[src/hdl/ssfm_pkg.sv]
// shared types and constants for the first-match substring search block
// no dependencies; imported by every module and interface of the block
package ssfm_pkg;

	localparam int PATTERN_MAX = 64;
	localparam int TEXT_MAX    = 65536;
	localparam int BYTE_W      = 8;
	localparam int OFFSET_W    = 16;
	localparam int LEN_W       = $clog2(PATTERN_MAX + 1);
	localparam int CNT_W       = $clog2(TEXT_MAX + 1);

	typedef enum logic {
		OP_PATTERN = 1'b0,
		OP_TEXT    = 1'b1
	} op_t;

	typedef logic [BYTE_W-1:0] data_t;
	typedef data_t [PATTERN_MAX-1:0] bytes_t;
	typedef logic [PATTERN_MAX-1:0] mask_t;
	typedef logic [LEN_W-1:0] len_t;
	typedef logic [CNT_W-1:0] cnt_t;
	typedef logic [OFFSET_W-1:0] offset_t;

	// pattern loader control
	typedef struct packed {
		logic  load;
		logic  last;
		data_t data;
	} pat_ctl_t;

	// pattern loader status
	typedef struct packed {
		len_t len;
		logic complete;
	} pat_stat_t;

	// text window control
	typedef struct packed {
		logic  shift;
		logic  clear;
		data_t data;
	} win_ctl_t;

endpackage

[src/hdl/ssfm_if.sv]
// valid/ready channel interfaces for the search block: input items and results
// depends on ssfm_pkg
interface ssfm_in_if import ssfm_pkg::*; ();
	logic  valid;
	logic  ready;
	logic  operation;
	data_t data_byte;
	logic  is_last;

	modport source (output valid, output operation, output data_byte, output is_last,
		input ready);
	modport sink (input valid, input operation, input data_byte, input is_last,
		output ready);
endinterface

interface ssfm_out_if import ssfm_pkg::*; ();
	logic    valid;
	logic    ready;
	logic    found;
	offset_t match_offset;

	modport source (output valid, output found, output match_offset, input ready);
	modport sink (input valid, input found, input match_offset, output ready);
endinterface

[src/hdl/ssfm_pattern.sv]
// pattern store: shift line of loaded bytes, newest first, with a length mask
// depends on ssfm_pkg
module ssfm_pattern import ssfm_pkg::*; (
	input  logic      clk,
	input  logic      arst_n,
	input  pat_ctl_t  ctl,
	output bytes_t    pat,
	output mask_t     mask,
	output pat_stat_t stat
);

	bytes_t pat_q;
	mask_t  mask_q;
	len_t   len_q;
	logic   complete_q;

	mask_t mask_base;
	len_t  len_base;
	logic  room;

	// a byte after a closed pattern starts a new one
	always_comb begin
		mask_base = complete_q ? '0 : mask_q;
		len_base  = complete_q ? '0 : len_q;
		room      = len_base < LEN_W'(PATTERN_MAX);
	end

	always_ff @(posedge clk or negedge arst_n) begin
		if (!arst_n) begin
			mask_q     <= '0;
			len_q      <= '0;
			complete_q <= 1'b0;
		end else if (ctl.load) begin
			complete_q <= ctl.last;
			if (room) begin
				mask_q <= {mask_base[PATTERN_MAX-2:0], 1'b1};
				len_q  <= len_base + len_t'(1);
			end else begin
				mask_q <= mask_base;
				len_q  <= len_base;
			end
		end
	end

	// payload only, no reset; written while there is room, read through the mask
	always_ff @(posedge clk) begin
		if (ctl.load && room) begin
			pat_q <= {pat_q[PATTERN_MAX-2:0], ctl.data};
		end
	end

	assign pat           = pat_q;
	assign mask          = mask_q;
	assign stat.len      = len_q;
	assign stat.complete = complete_q;

endmodule

[src/hdl/ssfm_window.sv]
// text window shift line and parallel compare against the pattern
// depends on ssfm_pkg
module ssfm_window import ssfm_pkg::*; (
	input  logic     clk,
	input  logic     arst_n,
	input  win_ctl_t ctl,
	input  bytes_t   pat,
	input  mask_t    mask,
	output logic     hit
);

	bytes_t win_q;
	bytes_t win_shift;
	mask_t  ok;

	// compare is on the window with the incoming byte already shifted in
	always_comb begin
		win_shift = {win_q[PATTERN_MAX-2:0], ctl.data};
		for (int k = 0; k < PATTERN_MAX; k++) begin
			ok[k] = !mask[k] || (win_shift[k] == pat[k]);
		end
		hit = mask[0] && (&ok);
	end

	always_ff @(posedge clk or negedge arst_n) begin
		if (!arst_n) begin
			win_q <= '0;
		end else if (ctl.clear) begin
			win_q <= '0;
		end else if (ctl.shift) begin
			win_q <= win_shift;
		end
	end

endmodule

[src/hdl/substring_search_first_match.sv]
// top level of the first-match substring search block
// depends on ssfm_pkg, ssfm_if, ssfm_pattern and ssfm_window
//
// usage: input transactions on item carry operation, data_byte and is_last.
// operation = pattern loads one pattern byte; is_last closes the pattern, and
// a pattern byte after a closed pattern starts a new one. every pattern byte
// also clears the text search. operation = text streams one text byte of the
// buffer; the byte flagged is_last closes the buffer and yields exactly one
// result transaction on result: found and the start offset of the first full
// match (0 when not found). the pattern is kept across buffers.
// pipeline: one input register stage and one result register; a closing
// text byte passes the input stage, then sets the result register, which
// drives result.valid. throughput: one item per cycle unless the input
// stage holds (see stall); the whole window (up to PATTERN_MAX bytes) is
// compared against the pattern combinationally between the two registers.
// stall: the result register is the only buffer on the output side; while a
// result waits, items keep flowing until a second closing text byte reaches
// the input stage, which then holds and drops item.ready.
// reset: arst_n clears the pattern length, the text window and the search
// state; no pattern matches until one is loaded and closed.
module substring_search_first_match import ssfm_pkg::*; (
	input logic  clk,
	input logic  arst_n,
	ssfm_in_if.sink    item,
	ssfm_out_if.source result
);

	// input stage
	logic  valid_s1;
	logic  op_s1;
	data_t data_s1;
	logic  last_s1;

	// search state
	cnt_t    count_q;
	logic    seen_q;
	offset_t offset_q;

	// result register
	logic    out_valid_q;
	logic    found_q;
	offset_t match_offset_q;

	pat_ctl_t  pat_ctl;
	win_ctl_t  win_ctl;
	bytes_t    pat;
	mask_t     mask;
	pat_stat_t pat_stat;
	logic      win_hit;

	logic    out_free;
	logic    advance;
	logic    is_text;
	logic    in_range;
	cnt_t    count_next;
	logic    new_match;
	logic    seen_next;
	offset_t offset_next;
	logic    emit;
	logic [CNT_W-1:0] diff;

	assign out_free   = !out_valid_q || result.ready;
	assign is_text    = (op_s1 == OP_TEXT);
	// a closing text byte waits until the result register can take it
	assign advance    = valid_s1 && (!(is_text && last_s1) || out_free);
	assign item.ready = !valid_s1 || advance;

	always_ff @(posedge clk or negedge arst_n) begin
		if (!arst_n) begin
			valid_s1 <= 1'b0;
		end else if (item.ready) begin
			valid_s1 <= item.valid;
		end
	end

	always_ff @(posedge clk) begin
		if (item.ready && item.valid) begin
			op_s1   <= item.operation;
			data_s1 <= item.data_byte;
			last_s1 <= item.is_last;
		end
	end

	// search datapath
	always_comb begin
		in_range   = count_q < CNT_W'(TEXT_MAX);
		count_next = count_q + cnt_t'(1);
		diff       = count_next - CNT_W'(pat_stat.len);
		new_match  = in_range && pat_stat.complete && !seen_q
			&& (count_next >= CNT_W'(pat_stat.len)) && win_hit;
		seen_next   = seen_q || new_match;
		offset_next = new_match ? diff[OFFSET_W-1:0] : offset_q;
		emit        = advance && is_text && last_s1;

		pat_ctl.load = advance && !is_text;
		pat_ctl.last = last_s1;
		pat_ctl.data = data_s1;

		win_ctl.shift = advance && is_text && in_range;
		win_ctl.clear = (advance && !is_text) || emit;
		win_ctl.data  = data_s1;
	end

	ssfm_pattern u_pattern (
		.clk    (clk),
		.arst_n (arst_n),
		.ctl    (pat_ctl),
		.pat    (pat),
		.mask   (mask),
		.stat   (pat_stat)
	);

	ssfm_window u_window (
		.clk    (clk),
		.arst_n (arst_n),
		.ctl    (win_ctl),
		.pat    (pat),
		.mask   (mask),
		.hit    (win_hit)
	);

	// count, first-match flag and offset; cleared by pattern bytes and buffer end
	always_ff @(posedge clk or negedge arst_n) begin
		if (!arst_n) begin
			count_q  <= '0;
			seen_q   <= 1'b0;
			offset_q <= '0;
		end else if (win_ctl.clear) begin
			count_q  <= '0;
			seen_q   <= 1'b0;
			offset_q <= '0;
		end else if (win_ctl.shift) begin
			count_q  <= count_next;
			seen_q   <= seen_next;
			offset_q <= offset_next;
		end
	end

	// result register
	always_ff @(posedge clk or negedge arst_n) begin
		if (!arst_n) begin
			out_valid_q <= 1'b0;
		end else if (emit) begin
			out_valid_q <= 1'b1;
		end else if (result.ready) begin
			out_valid_q <= 1'b0;
		end
	end

	// text bytes past the buffer limit do not update the match state
	always_ff @(posedge clk) begin
		if (emit) begin
			found_q        <= in_range ? seen_next : seen_q;
			match_offset_q <= in_range ? (seen_next ? offset_next : '0)
				: (seen_q ? offset_q : '0);
		end
	end

	assign result.valid        = out_valid_q;
	assign result.found        = found_q;
	assign result.match_offset = match_offset_q;

endmodule

[src/flat_wrapper.sv]
// flat-port wrapper written by rule: the top's interface ports become plain ports
module substring_search_first_match_flat import ssfm_pkg::*;
  (clk, arst_n, item_valid, item_operation, item_data_byte, item_is_last, item_ready, result_valid, result_found, result_match_offset, result_ready);
  ssfm_in_if item_i ();
  ssfm_out_if result_i ();
  input logic clk;
  input logic arst_n;
  input wire logic [$bits(item_i.valid)-1:0] item_valid;
  input wire logic [$bits(item_i.operation)-1:0] item_operation;
  input wire logic [$bits(item_i.data_byte)-1:0] item_data_byte;
  input wire logic [$bits(item_i.is_last)-1:0] item_is_last;
  output wire logic [$bits(item_i.ready)-1:0] item_ready;
  output wire logic [$bits(result_i.valid)-1:0] result_valid;
  output wire logic [$bits(result_i.found)-1:0] result_found;
  output wire logic [$bits(result_i.match_offset)-1:0] result_match_offset;
  input wire logic [$bits(result_i.ready)-1:0] result_ready;
  assign item_i.valid = item_valid;
  assign item_i.operation = item_operation;
  assign item_i.data_byte = item_data_byte;
  assign item_i.is_last = item_is_last;
  assign item_ready = item_i.ready;
  assign result_valid = result_i.valid;
  assign result_found = result_i.found;
  assign result_match_offset = result_i.match_offset;
  assign result_i.ready = result_ready;
  substring_search_first_match u_core (.clk(clk), .arst_n(arst_n), .item(item_i), .result(result_i));
endmodule
[config.mk]
export PLATFORM = sky130hd
export DESIGN_NAME = substring_search_first_match_flat
export DESIGN_NICKNAME = d
export VERILOG_FILES = /design/src/hdl/ssfm_pkg.sv /design/src/hdl/ssfm_if.sv /design/src/hdl/ssfm_pattern.sv /design/src/hdl/ssfm_window.sv /design/src/hdl/substring_search_first_match.sv /design/src/flat_wrapper.sv
export SDC_FILE = /design/constraint.sdc
export NUM_CORES = 2
export LEC_CHECK = 0
export BUFFER_PORTS_ARGS = -buffer_cell sky130_fd_sc_hd__buf_4
export CORE_UTILIZATION = 63
export CTS_CLUSTER_DIAMETER = 30
export DETAILED_ROUTE_END_ITERATION = 8
export PLACE_DENSITY_LB_ADDON = 0.05
export RECOVER_POWER = 100
export SETUP_SLACK_MARGIN = 0.1
export SKIP_CTS_REPAIR_TIMING = 1
export SYNTH_ARGS = -nofsm -noshare
export SYNTH_HDL_FRONTEND = slang
export SYNTH_SLANG_ARGS = --single-unit
[constraint.sdc]
create_clock -name clk -period 39.4 [get_ports clk]
set_clock_uncertainty 0.1 [all_clocks]
set_input_delay 0 -clock clk [delete_from_list [all_inputs] [get_ports clk]]
set_output_delay 0 -clock clk [all_outputs]
set_load 0.02 [all_outputs]
# Yosys cells after proc, flatten, opt, wreduce, memory -nomap -nowiden
# Index checks and enable logic that the tools add are counted.
[word_totals]
elab_cells = 386
ff_bits = 1151
out_inout_bits = 19
in_bits = 14
[op_classes]
addsub = 3
magnitude_cmp = 3
reduce_logical = 156
n_eq_ne = 64
mux = 19
[op_table]
columns = ["operator", "count"]
rows = [
  ["$mux W504", 2],
  ["$eq A8 B8 Y1", 64],
  ["$mux W64", 2],
  ["$mux W16", 6],
  ["$logic_not A1 Y1", 69],
  ["$logic_or A1 B1 Y1", 69],
  ["$reduce_and A64 Y1", 1],
  ["$mux W17", 2],
  ["$add A17 B1 Y17 const B", 1],
  ["$ge A17 B7 Y1", 1],
  ["$lt A17 B17 Y1 const B", 1],
  ["$sub A16 B7 Y16", 1],
  ["$mux W7", 2],
  ["$logic_and A1 B1 Y1", 13],
  ["$add A7 B1 Y7 const B", 1],
  ["$lt A7 B7 Y1 const B", 1],
  ["$reduce_bool A2 Y1", 3],
  ["$mux W1", 5],
  ["$reduce_and A2 Y1", 1],
]

# Longest topological paths before layout
[depth]
depth_word = 8
mapped_depth = 15
ltp_nobuf = 14

# Hierarchy
# Synthesis repeated with hierarchy kept, for this count alone.
[unflattened]
hier_cells = 3521
area_unflattened_um2 = 47998.5
[modules_own_cells]
columns = ["mod", "cells_each", "n_inst", "seq_area_each_um2", "area_each_um2"]
rows = [
  ["ssfm_window", 2350, 1, 12612.1, 25797.2],
  ["ssfm_pattern", 840, 1, 17176.5, 18719.2],
  ["substring_search_first_match", 331, 1, 1711.6, 3482.1],
]

# Least setup slack after synthesis
# OpenSTA, ideal clock, no wires.
[synth_timing]
path_type = "register to register"
from = "reg u_core.u_pattern.complete_q"
to = "reg u_core.u_pattern.mask_q[0] (netlist: u_core.u_pattern.mask[0])"
synth_period_minus_slack_ns = 27.703
n_path_buf = 1
path_stages_with_launch = 5
arrival_ns = 27.412
setup_ns = 0.191
required_time_ns = 39.109
setup_slack_ns = 11.697
path_cell_list = "dfrtp_1 clkbuf_1 inv_1 a21oi_1 or2_2"
[synth_between]
elab_chain_cells = 3
elab_cells_between_ends = 4
classes_between = "order compare (1); mux (3)"
[synth_rtl]
columns = ["item", "line", "rtl"]
rows = [
  ["start: declaration", "ssfm_pattern.sv:15", "logic complete_q;"],
  ["start signal: assignment", "ssfm_pattern.sv:34", "complete_q <= ctl.last;"],
  ["$mux W7", "ssfm_pattern.sv:24", "len_base = complete_q ? '0 : len_q;"],
  ["$lt A7 B7 Y1", "ssfm_pattern.sv:25", "room = len_base < LEN_W'(PATTERN_MAX);"],
  ["$mux W64 (*)", "ssfm_pattern.sv:35", "if (room) begin"],
  ["end signal: assignment", "ssfm_pattern.sv:36", "mask_q <= {mask_base[PATTERN_MAX-2:0], 1'b1};"],
  ["end signal: assignment", "ssfm_pattern.sv:39", "mask_q <= mask_base;"],
  ["end: declaration", "ssfm_pattern.sv:13", "mask_t mask_q;"],
]
# Mark *: on every way between the ends. The rest lies on a longest branch, timed or not. The select of a mux whose other input is x is not followed.
# A chain may end at the register's enable or synchronous reset.

# Worst setup path after layout
[layout_timing]
from = "reg u_core.out_valid_q (netlist: u_core.result.valid)"
to = "reg u_core.u_window.win_q[118] (netlist name)"
[layout_between]
elab_chain_cells = 8
elab_cells_between_ends = 11
classes_between = "mux (1); reduce/logical (10)"
[layout_rtl]
columns = ["item", "line", "rtl"]
rows = [
  ["start: declaration", "substring_search_first_match.sv:40", "logic out_valid_q;"],
  ["start signal: assignment", "substring_search_first_match.sv:142", "out_valid_q <= 1'b0;"],
  ["start signal: assignment", "substring_search_first_match.sv:144", "out_valid_q <= 1'b1;"],
  ["start signal: assignment", "substring_search_first_match.sv:146", "out_valid_q <= 1'b0;"],
  ["$logic_not A1 Y1 (*)", "substring_search_first_match.sv:62", "assign out_free = !out_valid_q || result.ready;"],
  ["$logic_or A1 B1 Y1 (*)", "substring_search_first_match.sv:62", ""],
  ["$logic_or A1 B1 Y1 (*)", "substring_search_first_match.sv:65", "assign advance = valid_s1 && (!(is_text && last_s1) || out_free);"],
  ["$logic_and A1 B1 Y1 (*)", "substring_search_first_match.sv:65", ""],
  ["$logic_and A1 B1 Y1", "substring_search_first_match.sv:93, substring_search_first_match.sv:99", ""],
  ["$logic_and A1 B1 Y1", "substring_search_first_match.sv:93", "emit = advance && is_text && last_s1;"],
  ["$logic_or A1 B1 Y1", "substring_search_first_match.sv:100", "win_ctl.clear = (advance && !is_text) || emit;"],
  ["$mux W504 or $reduce_bool A2 Y1 (tied branches)", "n/a", ""],
  ["end signal: assignment", "ssfm_window.sv:31", "win_q <= win_shift;"],
  ["end: declaration", "ssfm_window.sv:12", "bytes_t win_q;"],
]
# Mark *: on every way between the ends. The rest lies on a longest branch, timed or not.

==> out/metrics.cfg <==
[global_routing]
grt_pass1_vias = 28359
grt_usage_pct = 28.1
grt_pass1_wl_mm = 163
grt_max_degree = 203
grt_overflow = 0
antenna_found_initial = 0

[sta]
period_needed_ns = 17.38
fin_crit_sh_pct = 44.1
relSlewSlack_pct = -525
worstMarginPinSlew_ns = 9.37
slew_viol_final = 1844
fmax_ghz = 0.0575
worst_slack_ns = 22.02
hold-worst-slack_ns = 0.245
fin_setup_tns_ns = 0
grt_setup_unrepaired = no
finalHoldViolCount = 0
setup_viol = 0

[floorplan]
dieWidth_um = 271
io_pins = 33
initial_utilization_pct = 63.9
die_area_um2 = 73700
rows = 98
coreArea_um2 = 71600
die-height_um = 271

[final_layout]
multiInputGateArea_um2 = 13500
diodes = 0
fin_util_pct = 74.7
final_layout_size_suffix_gt1_share_pct = 10.8
area_growth_pct = 16.9
seq_area_um2 = 31500
fill_cells = 4343
nNetsFinal = 3287

[synth]
yosys.area.top_type = edfxtp_1
synth-simple-area-share_pct = 5.45
synth_cells = 3158
yosysMostFrequentCell = dfrtp_1
synth_edf_count = 539
ys_top_cells_by_count = dfrtp_1 (612), edfxtp_1 (539), xnor2_1 (528)
syn_area_per_cell_um2 = 14.5
synth_async_sr_flop_share_pct = 53.2
ys_seq_area_share_pct = 68.9
synth_area_leaders = edfxtp_1 (35%), dfrtp_1 (33%), xnor2_1 (10%)
syn_nets = 3183
ys_seq_elements = 1151
synth_compound_area_share_pct = 13.3
synth_adder_area_share_pct = 0.317
synth_cell_type_count = 52
netlist.area_leader.share_pct = 35.4
synth_xor_area_share_pct = 10.3
yosys_warnings = 0
syn-cell-area_um2 = 45700
synth_top_family_by_area = compound AO/OA/AOI/OAI gates
muxShareOfSynthArea_pct = 0.0657
synth_flop_cell = dfrtp_1

[cts]
ctsRootBufferMaster = clkbuf_16
insertion_delay_ns = 0.76
path_clk_slew_ns = 0.05
cts_max_path_buffers = 3
cts_sinks = 1151
cts_buffers = 186
htree_levels = 4
cts_tree = yes

[critical_path]
crit_chain = nor2b_1 -> mux2i_1 -> o21ai_4 -> clkbuf_1 -> clkbuf_1 -> clkbuf_1 -> clkbuf_1 -> a22o_1
cpPeakStageDelay_ns = 6.77
rr_endpoint = u_core.u_window.win_q[118]$_DFFE_PN0P_
crit_top_cell = clkbuf_1
worstReg2RegStart = u_core.result.valid$_DFFE_PN0P_
cp-end-kind = register
worstSetupPathType = register to register
reg2reg_depth = 8
required_ns = 39.97
cp-start-kind = register
rrSetupSlack_ns = 22.02
crit_path_top_delay_cell = clkbuf_1
cp_max_fo = 202
crit_arrival_ns = 17.95

[drt]
antenna_left = 0
route.detailed.drc = 0
finalWirelength_mm = 103
vias = 27577
drt-vias-per-instance = 6.30
wl_per_cell_um = 23.5
dr.pass1.iters = 5
initialDrtViolationCount = 2661

[run]
maxCapViolCount = 24

[power]
power.total_mw = 3.11
leakage_nw = 20.9
ir_drop_v = 0.0000524
pwr_density_cell_nw_per_um2 = 58.1

[placed_design]
dp_hpwl_mm = 59.4
gp_congestion = 0.832
pre_cts_slack_ns = 33.99
portBuffers = 32

[min_path]
min_to = u_core.result.valid$_DFFE_PN0P_
hp-class = input port to register
min-delay-start = result_ready
min_path_cells = 4

[run_status]
violations = max-capacitance violations, max-slew violations
status = finished with violations

[worst max-delay path: cells and delay by family (launching register included)]
family | cells | cell delay [ns]
AOI/OAI and AO/OA | 2 | 0.60
buffers and inverters | 4 | 15.27
and+or+nand+nor | 1 | 0.44
muxes | 1 | 0.22
DFF | 1 | 0.33
[area by class of cell]
| type | instances | share of cell area (%) |
|---|---|---|
| multi-input cells | 1817 | 25.3 |
| well taps | 950 | 2.22 |
| inverters | 15 | 0.105 |
| repair buffers | 91 | 1.11 |
| clock inverters | 130 | 3.04 |
| flip-flops and latches | 1151 | 58.9 |
| clock buffers | 221 | 9.36 |
[layer usage]
layer | share of wire, % | global-route usage, %
met3 | 4.4 | 4.16
met4 | 2.5 | 9.89
met2 | 49 | 44.6
met1 | 44 | 40.2
met5 | 0 | 0
[through the flow]
stage | cells | area (um2)
global placement | 3997 | 46800
detailed placement | 3997 | 46800
global route | 4375 | 53500
floorplan | 3158 | 45700
CTS | 4348 | 53400
finish | 4375 | 53500
[how the worst max path moves through the flow]
stage | cells after the start | to | from
2_1_floorplan | 4 | u_core.u_pattern.mask[0]$_DFFE_PN0P_ | u_core.u_pattern.complete_q$_DFFE_PN0P_
3_3_place_gp | 7 | u_core.u_pattern.pat[145]$_DFFE_PP_ | u_core.is_text$_DFFE_PP_
3_5_place_dp | 7 | u_core.u_pattern.pat[170]$_DFFE_PP_ | u_core.is_text$_DFFE_PP_
4_1_cts | 7 | u_core.u_pattern.pat[168]$_DFFE_PP_ | u_core.is_text$_DFFE_PP_
5_1_grt | 8 | u_core.u_window.win_q[189]$_DFFE_PN0P_ | u_core.result.valid$_DFFE_PN0P_
6_report | 8 | u_core.u_window.win_q[118]$_DFFE_PN0P_ | u_core.result.valid$_DFFE_PN0P_
[flip-flops by register name (all words and copies together), names as in the netlist, 7 cells and up]
register	cells
u_core.count_q	17
u_core.u_pattern.mask	64
u_core.data_s1	8
u_core.u_pattern.len_q	7
u_core.result.match_offset	16
u_core.offset_q	16
u_core.u_pattern.pat	512
u_core.u_window.win_q	504
[cells in the final DEF (no fill, tap or decap), types with 5 or more instances in the layout]
cell	n
nand4_1	148
o21ai_0	175
clkinv_1	10
buf_4	9
nor3_1	12
or3_1	16
clkbuf_4	10
and3_1	65
bufinv_16	23
clkbuf_8	18
inv_6	15
nand2b_1	7
dlygate4sd3_1	26
nand2_1	125
dfrtp_1	610
and2_1	11
a22o_1	508
clkinv_16	6
edfxtp_1	539
nand3_1	15
nor4_1	5
clkinv_4	17
clkinv_2	26
a21o_1	11
xnor2_1	528
clkbuf_1	60
xor2_1	12
inv_1	14
clkinvlp_4	24
inv_8	5
nor2_1	28
ha_1	10
a21oi_1	77
o31ai_1	15
clkbuf_16	188
[cells by family after synthesis]
family                     count (synthesis)
adders and majority gates                 11
AOI/OAI and AO/OA                        809
muxes                                      3
xor gates and xnor gates                 540
buffers and inverters                    190
and+or+nand+nor                          454
DFF                                     1151
[report_power, final]
part           internal, mW  switching, mW
Sequential             1.29         0.0211
Clock                  1.07          0.604
Combinational        0.0312         0.0848
No activity file was read; power rests on OpenSTA's default activity.
